==> config.mk <==
export PLATFORM = sky130hd
export DESIGN_NAME = two_axis_stepper_ramp_generator_top
export DESIGN_NICKNAME = d
export VERILOG_FILES = /design/src/sv/stpr_pkg.sv /design/src/sv/stpr_cfg.sv /design/src/sv/stpr_axis.sv /design/src/sv/two_axis_stepper_ramp_generator_top.sv
export VERILOG_INCLUDE_DIRS = /design/src /design/src/sv
export SDC_FILE = /design/constraint.sdc
export NUM_CORES = 2
export LEC_CHECK = 0
export BUFFER_PORTS_ARGS = -buffer_cell sky130_fd_sc_hd__buf_4
export CORE_UTILIZATION = 30
export CTS_CLUSTER_DIAMETER = 200
export DETAILED_ROUTE_END_ITERATION = 10
export GPL_TIMING_DRIVEN = 0
export PLACE_DENSITY = 0.54
export SYNTH_ARGS = -nofsm -noshare
export SYNTH_HDL_FRONTEND = slang
export SYNTH_SLANG_ARGS = --single-unit
==> constraint.sdc <==
create_clock -name clk -period 28.6 [get_ports clk]
set_input_delay 5.72 -clock clk [delete_from_list [all_inputs] [get_ports clk]]
set_output_delay 5.72 -clock clk [all_outputs]
set_load 0.01 [all_outputs]
==> src/sv/two_axis_stepper_ramp_generator_top_defines.svh <==
// ----------------------------------------------------------------------------
// Stepper ramp generator assertion macros
// Shared property wrappers for the top-level checks.
// ----------------------------------------------------------------------------
`ifndef TWO_AXIS_STEPPER_RAMP_GENERATOR_TOP_DEFINES_SVH
`define TWO_AXIS_STEPPER_RAMP_GENERATOR_TOP_DEFINES_SVH

// same-cycle implication, off during reset
`define STPR_ASSERT_IMP(lbl, ante, cons, msg) \
  lbl: assert property (@(posedge clk) disable iff (rst) (ante) |-> (cons)) \
    else $error(msg);

// next-cycle implication, off during reset
`define STPR_ASSERT_NXT(lbl, ante, cons, msg) \
  lbl: assert property (@(posedge clk) disable iff (rst) (ante) |=> (cons)) \
    else $error(msg);

`endif

==> src/sv/stpr_pkg.sv <==
// ----------------------------------------------------------------------------
// Stepper ramp generator package
// Widths, ramp constants, register indexes and shared structs.
// ----------------------------------------------------------------------------
package stpr_pkg;

  localparam int STEP_COUNT_WIDTH = 24;
  localparam int POS_W            = 9;
  localparam int Y_POS_W          = 7;
  localparam int CFG_W            = 16;
  localparam int HALF_W           = 16;
  localparam int RAMP_W           = 8;
  localparam int DELTA_W          = 4;
  localparam int Q_FRAC           = 8;
  localparam int PROD_W           = POS_W + CFG_W;
  localparam int STEPS_RAW_W      = PROD_W - Q_FRAC;

  localparam logic [POS_W-1:0]   X_MAX_DEG    = 9'd350;
  localparam logic [Y_POS_W-1:0] Y_MAX_DEG    = 7'd89;
  localparam logic [POS_W-1:0]   SHORT_MOVE   = 9'd8;
  localparam logic [RAMP_W-1:0]  SHORT_RAMP   = 8'd20;
  localparam logic [DELTA_W-1:0] SHORT_DELTA  = 4'd10;
  localparam logic [HALF_W:0]    SHORT_OFFSET = 17'd400;
  localparam logic [RAMP_W-1:0]  LONG_RAMP    = 8'd200;
  localparam logic [DELTA_W-1:0] LONG_DELTA   = 4'd1;

  localparam logic [CFG_W-1:0] SPD_RESET  = 16'd256;
  localparam logic [CFG_W-1:0] BASE_RESET = 16'd300;

  typedef enum logic [1:0] {
    CFG_X_SPD  = 2'd0,
    CFG_Y_SPD  = 2'd1,
    CFG_X_BASE = 2'd2,
    CFG_Y_BASE = 2'd3
  } cfg_reg_t;

  typedef struct packed {
    logic [CFG_W-1:0] x_spd;
    logic [CFG_W-1:0] y_spd;
    logic [CFG_W-1:0] x_base;
    logic [CFG_W-1:0] y_base;
  } cfg_t;

  typedef struct packed {
    logic tick;
    logic setup;
  } axis_ctl_t;

  typedef struct packed {
    logic             busy;
    logic             pin;
    logic             dir;
    logic [POS_W-1:0] pos;
  } axis_stat_t;

endpackage

==> src/sv/stpr_cfg.sv <==
// ----------------------------------------------------------------------------
// Stepper ramp generator configuration registers
// Calibration and cruise-speed registers behind a plain write port.
// ----------------------------------------------------------------------------
module stpr_cfg import stpr_pkg::*; (
  input  logic             clk,
  input  logic             rst,
  input  logic             cfg_write,
  input  logic [1:0]       cfg_index,
  input  logic [CFG_W-1:0] cfg_data,
  output cfg_t             cfg
);

  cfg_t regs;

  always_ff @(posedge clk) begin
    if (rst) begin
      regs.x_spd  <= SPD_RESET;
      regs.y_spd  <= SPD_RESET;
      regs.x_base <= BASE_RESET;
      regs.y_base <= BASE_RESET;
    end else if (cfg_write) begin
      unique case (cfg_reg_t'(cfg_index))
        CFG_X_SPD:  regs.x_spd  <= cfg_data;
        CFG_Y_SPD:  regs.y_spd  <= cfg_data;
        CFG_X_BASE: regs.x_base <= cfg_data;
        CFG_Y_BASE: regs.y_base <= cfg_data;
        default:    ;
      endcase
    end
  end

  assign cfg = regs;

endmodule

==> src/sv/stpr_axis.sv <==
// ----------------------------------------------------------------------------
// Stepper ramp generator axis
// Move set-up, trapezoidal half-period ramp and step pulse timing for one axis.
// ----------------------------------------------------------------------------
module stpr_axis import stpr_pkg::*; (
  input  logic             clk,
  input  logic             rst,
  input  axis_ctl_t        ctl,
  input  logic [POS_W-1:0] tgt,
  input  logic [CFG_W-1:0] spd,
  input  logic [CFG_W-1:0] base,
  output axis_stat_t       stat,
  output axis_stat_t       stat_next
);

  localparam int SCW = STEP_COUNT_WIDTH;

  logic [POS_W-1:0]   pos, pos_next;
  logic [POS_W-1:0]   pend, pend_next;
  logic [SCW-1:0]     total, total_next;
  logic [SCW-1:0]     done, done_next;
  logic [RAMP_W-1:0]  rlen, rlen_next;
  logic [DELTA_W-1:0] rdelta, rdelta_next;
  logic [HALF_W-1:0]  half, half_next;
  logic [HALF_W-1:0]  tcnt, tcnt_next;
  logic               pin, pin_next;
  logic               dir, dir_next;

  logic [POS_W-1:0]   deg;
  logic [PROD_W-1:0]  prod;
  logic [SCW-1:0]     steps;
  logic [HALF_W:0]    slow_sum;
  logic [HALF_W-1:0]  half_init;
  logic [SCW-1:0]     done_inc;

  // Drop the half period on the way up, raise it on the way down.
  function automatic logic [HALF_W-1:0] ramp_half(
    input logic [HALF_W-1:0]  h,
    input logic [SCW-1:0]     n,
    input logic [SCW-1:0]     t,
    input logic [RAMP_W-1:0]  r,
    input logic [DELTA_W-1:0] d
  );
    logic [SCW-1:0]    left;
    logic [HALF_W:0]   sum;
    logic [HALF_W:0]   floor_lim;
    logic [HALF_W-1:0] res;
    left      = t - n;
    sum       = {1'b0, h} + {{(HALF_W + 1 - DELTA_W){1'b0}}, d};
    floor_lim = {{(HALF_W + 1 - DELTA_W){1'b0}}, d} + {{HALF_W{1'b0}}, 1'b1};
    res       = h;
    if (n < {{(SCW - RAMP_W){1'b0}}, r}) begin
      if ({1'b0, h} > floor_lim) begin
        res = h - {{(HALF_W - DELTA_W){1'b0}}, d};
      end else begin
        res = {{(HALF_W - 1){1'b0}}, 1'b1};
      end
    end else if (left < {{(SCW - RAMP_W){1'b0}}, r}) begin
      res = sum[HALF_W] ? {HALF_W{1'b1}} : sum[HALF_W-1:0];
    end
    return res;
  endfunction

  assign deg      = (pos < tgt) ? (tgt - pos) : (pos - tgt);
  assign prod     = {{CFG_W{1'b0}}, deg} * {{POS_W{1'b0}}, spd};
  assign steps    = {{(SCW - STEPS_RAW_W){1'b0}}, prod[PROD_W-1:Q_FRAC]};
  assign slow_sum = {1'b0, base} + SHORT_OFFSET;
  assign done_inc = done + {{(SCW - 1){1'b0}}, 1'b1};

  always_comb begin
    if (deg < SHORT_MOVE) begin
      half_init = slow_sum[HALF_W] ? {HALF_W{1'b1}} : slow_sum[HALF_W-1:0];
    end else begin
      half_init = base;
    end
    if (half_init == '0) begin
      half_init = {{(HALF_W - 1){1'b0}}, 1'b1};
    end
  end

  always_comb begin
    pos_next    = pos;
    pend_next   = pend;
    total_next  = total;
    done_next   = done;
    rlen_next   = rlen;
    rdelta_next = rdelta;
    half_next   = half;
    tcnt_next   = tcnt;
    pin_next    = pin;
    dir_next    = dir;
    if (ctl.setup) begin
      dir_next    = (pos < tgt);
      pend_next   = tgt;
      total_next  = steps;
      done_next   = '0;
      tcnt_next   = '0;
      pin_next    = 1'b0;
      rlen_next   = (deg < SHORT_MOVE) ? SHORT_RAMP : LONG_RAMP;
      rdelta_next = (deg < SHORT_MOVE) ? SHORT_DELTA : LONG_DELTA;
      half_next   = half_init;
      if (steps == '0) begin
        pos_next = tgt;
      end
    end else if (ctl.tick && (done < total)) begin
      if (tcnt == '0) begin
        half_next = ramp_half(half, done, total, rlen, rdelta);
        pin_next  = 1'b1;
        tcnt_next = {{(HALF_W - 1){1'b0}}, 1'b1};
      end else if (tcnt < half) begin
        tcnt_next = tcnt + {{(HALF_W - 1){1'b0}}, 1'b1};
      end else if (pin) begin
        pin_next  = 1'b0;
        tcnt_next = {{(HALF_W - 1){1'b0}}, 1'b1};
      end else begin
        done_next = done_inc;
        if (done_inc < total) begin
          half_next = ramp_half(half, done_inc, total, rlen, rdelta);
          pin_next  = 1'b1;
          tcnt_next = {{(HALF_W - 1){1'b0}}, 1'b1};
        end else begin
          tcnt_next = '0;
          pos_next  = pend;
        end
      end
    end
  end

  always_ff @(posedge clk) begin
    if (rst) begin
      pos    <= '0;
      pend   <= '0;
      total  <= '0;
      done   <= '0;
      rlen   <= '0;
      rdelta <= '0;
      half   <= '0;
      tcnt   <= '0;
      pin    <= 1'b0;
      dir    <= 1'b1;
    end else begin
      pos    <= pos_next;
      pend   <= pend_next;
      total  <= total_next;
      done   <= done_next;
      rlen   <= rlen_next;
      rdelta <= rdelta_next;
      half   <= half_next;
      tcnt   <= tcnt_next;
      pin    <= pin_next;
      dir    <= dir_next;
    end
  end

  assign stat.busy      = (done < total);
  assign stat.pin       = pin;
  assign stat.dir       = dir;
  assign stat.pos       = pos;
  assign stat_next.busy = (done_next < total_next);
  assign stat_next.pin  = pin_next;
  assign stat_next.dir  = dir_next;
  assign stat_next.pos  = pos_next;

endmodule

==> src/sv/two_axis_stepper_ramp_generator_top.sv <==
// Each accepted word is a single pass through the axis next-state logic; the output register
// holds its result in the next cycle. Throughput: one word per cycle while results are taken.
// The output register frees in_ready whenever the pending result is taken in the same cycle.
// Reset (rst, synchronous): positions 0, axes idle, pins low, directions high,
// steps per degree 1.0 (256 in Q8.8), base half period 300, output register empty.
// ----------------------------------------------------------------------------
// Two-axis stepper ramp generator
// Decodes tick and move words, runs both axes concurrently, registers results.
// ----------------------------------------------------------------------------
`include "two_axis_stepper_ramp_generator_top_defines.svh"

module two_axis_stepper_ramp_generator_top import stpr_pkg::*; (
  input  logic               clk,
  input  logic               rst,
  input  logic               in_valid,
  output logic               in_ready,
  input  logic               command,
  input  logic [POS_W-1:0]   target_x,
  input  logic [Y_POS_W-1:0] target_y,
  output logic               out_valid,
  input  logic               out_ready,
  output logic               step_x,
  output logic               dir_x,
  output logic               step_y,
  output logic               dir_y,
  output logic               busy_res,
  output logic               accepted,
  output logic [POS_W-1:0]   position_x,
  output logic [Y_POS_W-1:0] position_y,
  input  logic               cfg_write,
  input  logic [1:0]         cfg_index,
  input  logic [CFG_W-1:0]   cfg_data
);

  cfg_t       cfg;
  axis_ctl_t  ctl_x, ctl_y;
  axis_stat_t stat_x, stat_y, next_x, next_y;

  logic               take;
  logic               any_busy;
  logic [POS_W-1:0]   tx;
  logic [POS_W-1:0]   ty;
  logic               move_x, move_y;
  logic               accept_move;

  stpr_cfg u_cfg (
    .clk       (clk),
    .rst       (rst),
    .cfg_write (cfg_write),
    .cfg_index (cfg_index),
    .cfg_data  (cfg_data),
    .cfg       (cfg)
  );

  assign in_ready = !out_valid || out_ready;
  assign take     = in_valid && in_ready;
  assign any_busy = stat_x.busy || stat_y.busy;

  // Out-of-range targets hold the axis where it is.
  assign tx = (target_x > X_MAX_DEG) ? stat_x.pos : target_x;
  assign ty = (target_y > Y_MAX_DEG) ? stat_y.pos
                                     : {{(POS_W - Y_POS_W){1'b0}}, target_y};

  assign move_x      = take && command && !any_busy && (tx != stat_x.pos);
  assign move_y      = take && command && !any_busy && (ty != stat_y.pos);
  assign accept_move = move_x || move_y;

  assign ctl_x.tick  = take && !command;
  assign ctl_x.setup = move_x;
  assign ctl_y.tick  = take && !command;
  assign ctl_y.setup = move_y;

  stpr_axis u_axis_x (
    .clk       (clk),
    .rst       (rst),
    .ctl       (ctl_x),
    .tgt       (tx),
    .spd       (cfg.x_spd),
    .base      (cfg.x_base),
    .stat      (stat_x),
    .stat_next (next_x)
  );

  stpr_axis u_axis_y (
    .clk       (clk),
    .rst       (rst),
    .ctl       (ctl_y),
    .tgt       (ty),
    .spd       (cfg.y_spd),
    .base      (cfg.y_base),
    .stat      (stat_y),
    .stat_next (next_y)
  );

  always_ff @(posedge clk) begin
    if (rst) begin
      out_valid <= 1'b0;
    end else if (take) begin
      out_valid <= 1'b1;
    end else if (out_ready) begin
      out_valid <= 1'b0;
    end
  end

  // Capture the state after this word along with the result word.
  always_ff @(posedge clk) begin
    if (take) begin
      step_x     <= next_x.pin;
      dir_x      <= next_x.dir;
      step_y     <= next_y.pin;
      dir_y      <= next_y.dir;
      busy_res   <= next_x.busy || next_y.busy;
      accepted   <= accept_move;
      position_x <= next_x.pos;
      position_y <= next_y.pos[Y_POS_W-1:0];
    end
  end

  `STPR_ASSERT_NXT(a_tick_not_accepted, take && !command, out_valid && !accepted, "tick word reported as accepted move")
  `STPR_ASSERT_NXT(a_busy_move_dropped, take && command && any_busy, !accepted, "move accepted while busy")
  `STPR_ASSERT_IMP(a_idle_pins_low, out_valid && !busy_res, !step_x && !step_y, "step pin high while idle")
  `STPR_ASSERT_IMP(a_pos_range, out_valid, (position_x <= X_MAX_DEG) && (position_y <= Y_MAX_DEG), "position out of range")

endmodule
==> run metrics <==
outcome=finished clean; R2R cell count=41; Yosys top cell by area=dfxtp_1; layout cells sized above 1=roughly 4.9%; Sw Share=~52%; Worst Setup SP=target_y[3]; period utilisation layout=61.2%; count of final setup violators=0; crit path DAT=17.94 ns; fraction of registers with async set/reset=0%; startpoint types=input port; most used cell, CP=a21o_1; setup repair after global routing missed its margin=false; Hold WS=0.470 ns; Internal=1.57 mW; Pwr Total=between 3 and 4 mW; DR vias/cell=5.28; clock sinks=approximately 290; GR Layer Usage met2=between 30% and 40%; post-DP HPWL=93500 um; gpl congestion=0.920; max-cap viol count=0; Pwr per Cell Area=86.2 nW/um^2; crit path capture type=flip-flop; vias in the first global route=30200; row count=123; largest net degree at the start of global routing=17; ys flop type=dfxtp_1; worst clock skew=between 0.02 and 0.03 ns; ANT cells=0; Simple-Gate Fraction of Synth Area=25.8%; top cells by area, synth=dfxtp_1, ha_1, fa_1; post-route setup TNS=0 ns; Worst path slowest cell=a211oi_1; combinational cell fraction of total power=between 60% and 70%; Most Crowded Layer GR=met2; Num CTS Buffers=37; min cycle time layout=17.51 ns; yosys warns=0; multiplexer share of the synthesized area=approximately 2.2%; grt ovf=0; Post-Synth XOR/XNOR Area=4.24%; FILL cells=12100; LEAKAGE=16.4 nW; first-pass GRT wire length=177000 um; max-slew violations=0; largest family of logic cells by synthesized area=simple AND/OR/NAND/NOR gates; worst r2r src=u_axis_y.pos[6]; I/O pin count=64; cts repair resizes=0; Buf/Inv on CP=8; initial antenna violation count=1; DRT Pass-1 Iters=7; Compound-Gate Fraction of Synth Area=a little under a fifth; share of power burned in registers=16.0%; worst flop-to-flop path endpoint=busy_res; global-route met1 utilization=27.2%; Fmax=57.1 MHz; slew margin rel.=15.7%; core area=113000 sq um; die width=339 um; Yosys reg bits=~290; nets=a little over 5000; crit-path max cell delay=0.65 ns; Port-buffer cells=a little over 60; DIE AREA=115000 sq um; critical path endpoint=busy_res; Die Height=339 um; Starting Density=30.3%; CTS H-Tree Depth=2; Yosys top cell area share=15.8%; syn nets=4973; Worst VDD drop=between 0.05 and 0.06 mV; Vias=31800; DRC Markers=0; family with the most delay on the worst path=compound AO/OA/AOI/OAI gates; met3 global-route usage=1.72%; Unique masters post-synth=105; CTS tree=done; Worst Path Max Fanout=10; Adder-Cell Fraction of Synth Area=around a quarter; post-synthesis cell area=between 30000 and 40000 sq um; insertion delay to the later sink of the worst-skew pair=0.57 ns; hold_buf cts=0; Crit Path Category=in -> reg; Tightest Hold Check Type=reg -> reg; Critical Path RT=29.03 ns; Clock power frac=~15%; Seq/Total Area, Yosys=17.7%; Total GRT Usage=19.3%; critical path depth in cells=44; final WL=about 110000 um; syn_area_per_cell=between 7 and 8 sq um; Post-CTS Setup Bufs=0; Clk pin slew, worst setup/hold paths=0.06 ns; Cells after Synth=4391; drt first-iter violations=2239; Synth-to-Final Area Change=10.7%; Clock Tree Root=clkbuf_16; detailed-route wire length per cell=roughly 19 um; Slew @ Worst Pin=roughly 1.3 ns; antenna viol nets, final=0; P_sw=1.68 mW; Hold Vio Cnt, Final=0; R2R Setup Slk=16.80 ns; Post-synth EDFFs=22; CTS max path bufs=3
[cells in the mapped netlist (17+ instances only)]
cell type,number
clkbuf_1,147
xnor2_1,134
nor3b_1,29
a21o_1,81
o22ai_1,17
o21ai_0,162
fa_1,202
nand4_1,66
a21oi_1,300
o211ai_1,24
and2_1,166
edfxtp_1,22
nor4_1,46
or2_2,20
buf_2,19
nor3_1,134
o31ai_1,18
buf_1,20
mux2i_1,64
or3_1,34
a211oi_1,77
nand3_1,100
ha_1,340
nand2b_1,77
inv_1,432
xor2_1,31
and3_1,97
dfxtp_1,269
nor2b_1,56
nor2_1,348
nand2_1,463
o21a_1,35
a31oi_1,38
[per-stage QoR]
step / std cells / util [%] / instance area (sq um) / setup WS [ns]
floorplan: 4391 / - / 34100 / 13.57
global placement: 5953 / 32.3 / 36400 / 10.48
detailed placement: 5955 / 32.4 / 36500 / 10.51
CTS: 6020 / 33.5 / 37700 / 11.04
global route: 6020 / 33.5 / 37700 / 10.37
finish: 6020 / 33.5 / 37700 / 11.09
[worst register-to-register path: cells and delay by family (launching register included)]
family                   cells  cell delay [ns]
buffers and inverters        6             0.76
AND/OR/NAND/NOR             10             1.98
flip-flops                   1             0.33
AO/OA/AOI/OAI               16             4.68
XOR/XNOR                     1             0.63
multiplexers                 1             0.22
adder cells (fa/ha/maj)      7             3.04
[layout by cell type, fill, tap and decap left out, types with 34 or more instances in the layout]
cell       synthesis  routed
nand2_1          463     463
or3_1             34      34
nor2b_1           56      56
a31oi_1           38      38
nor4_1            46      45
buf_4              3      66
a21o_1            81      81
xnor2_1          134     134
nand4_1           66      66
clkbuf_1         147     154
a21oi_1          300     300
and2_1           166     165
a211oi_1          77      77
ha_1             340     340
inv_1            432     432
mux2i_1           64      64
o21ai_0          162     162
nor2_1           348     348
and3_1            97      97
o21a_1            35      35
nand3_1          100     100
dfxtp_1          269     269
fa_1             202     202
nand2b_1          77      77
nor3_1           134     134
clkbuf_16          0      39
[layer usage]
layer	vias up	routed length [um]
met3	128	4900
met1	15400	54800
met5	-	0
li1	15500	-
met4	0	2450
met2	742	52300
[cells by family (layout without fill, tap and decap cells)]
kind of cell | count (synthesis) | count (layout)
adder cells (fa/ha/maj) | 542 | 542
AND/OR/NAND/NOR | 1727 | 1727
XOR/XNOR | 165 | 165
multiplexers | 74 | 74
buffers and inverters | 632 | 761
flip-flops | 291 | 291
AO/OA/AOI/OAI | 960 | 960
[how the worst min path moves through the flow]
stage                           startpoint         endpoint  cells past startpoint
final                     u_axis_y.pend[7]  u_axis_y.pos[7]                      2
after global routing      u_axis_y.pend[8]  u_axis_y.pos[8]                      2
after CTS                 u_axis_y.pend[7]  u_axis_y.pos[7]                      2
after detailed placement  u_axis_y.pend[7]  u_axis_y.pos[7]                      2
after global placement    u_axis_y.pend[7]  u_axis_y.pos[7]                      2
after floorplan           u_axis_y.pend[8]  u_axis_y.pos[8]                      2
[power by group through the flow]
stage / Combinational (mW) / Sequential [mW] / Clock [mW]
after floorplan: 1.53 / 0.502 / 0
after global routing: 2.44 / 0.525 / 0.526
after CTS: 2.22 / 0.518 / 0.510
after detailed placement: 2.21 / 0.526 / 0
final: 2.23 / 0.520 / 0.500
after global placement: 2.20 / 0.527 / 0
[state kept, by name, summed over array words and instances (netlist names), 16 cells and up]
signal and cells:
u_cfg.cfg 64, u_axis_x.done 24, u_axis_x.total 24, u_axis_y.done 24, u_axis_y.total 24, u_axis_x.half 16, u_axis_x.tcnt 16, u_axis_y.half 16
u_axis_y.tcnt 16
[layout make-up]
type | instances | area (sq um) | area share (%)
Sequential cell | 291 | 6050 | 16.0
Buffer | 198 | 815 | 2.16
Clock inverter | 16 | 219 | 0.580
Clock buffer | 49 | 1040 | 2.77
Multi-Input combinational cell | 3468 | 25600 | 67.9
Tap cell | 1500 | 1880 | 4.97
Timing Repair Buffer | 64 | 493 | 1.31
Inverter | 434 | 1630 | 4.32
Note: power is estimated with default switching activity, not from simulation.
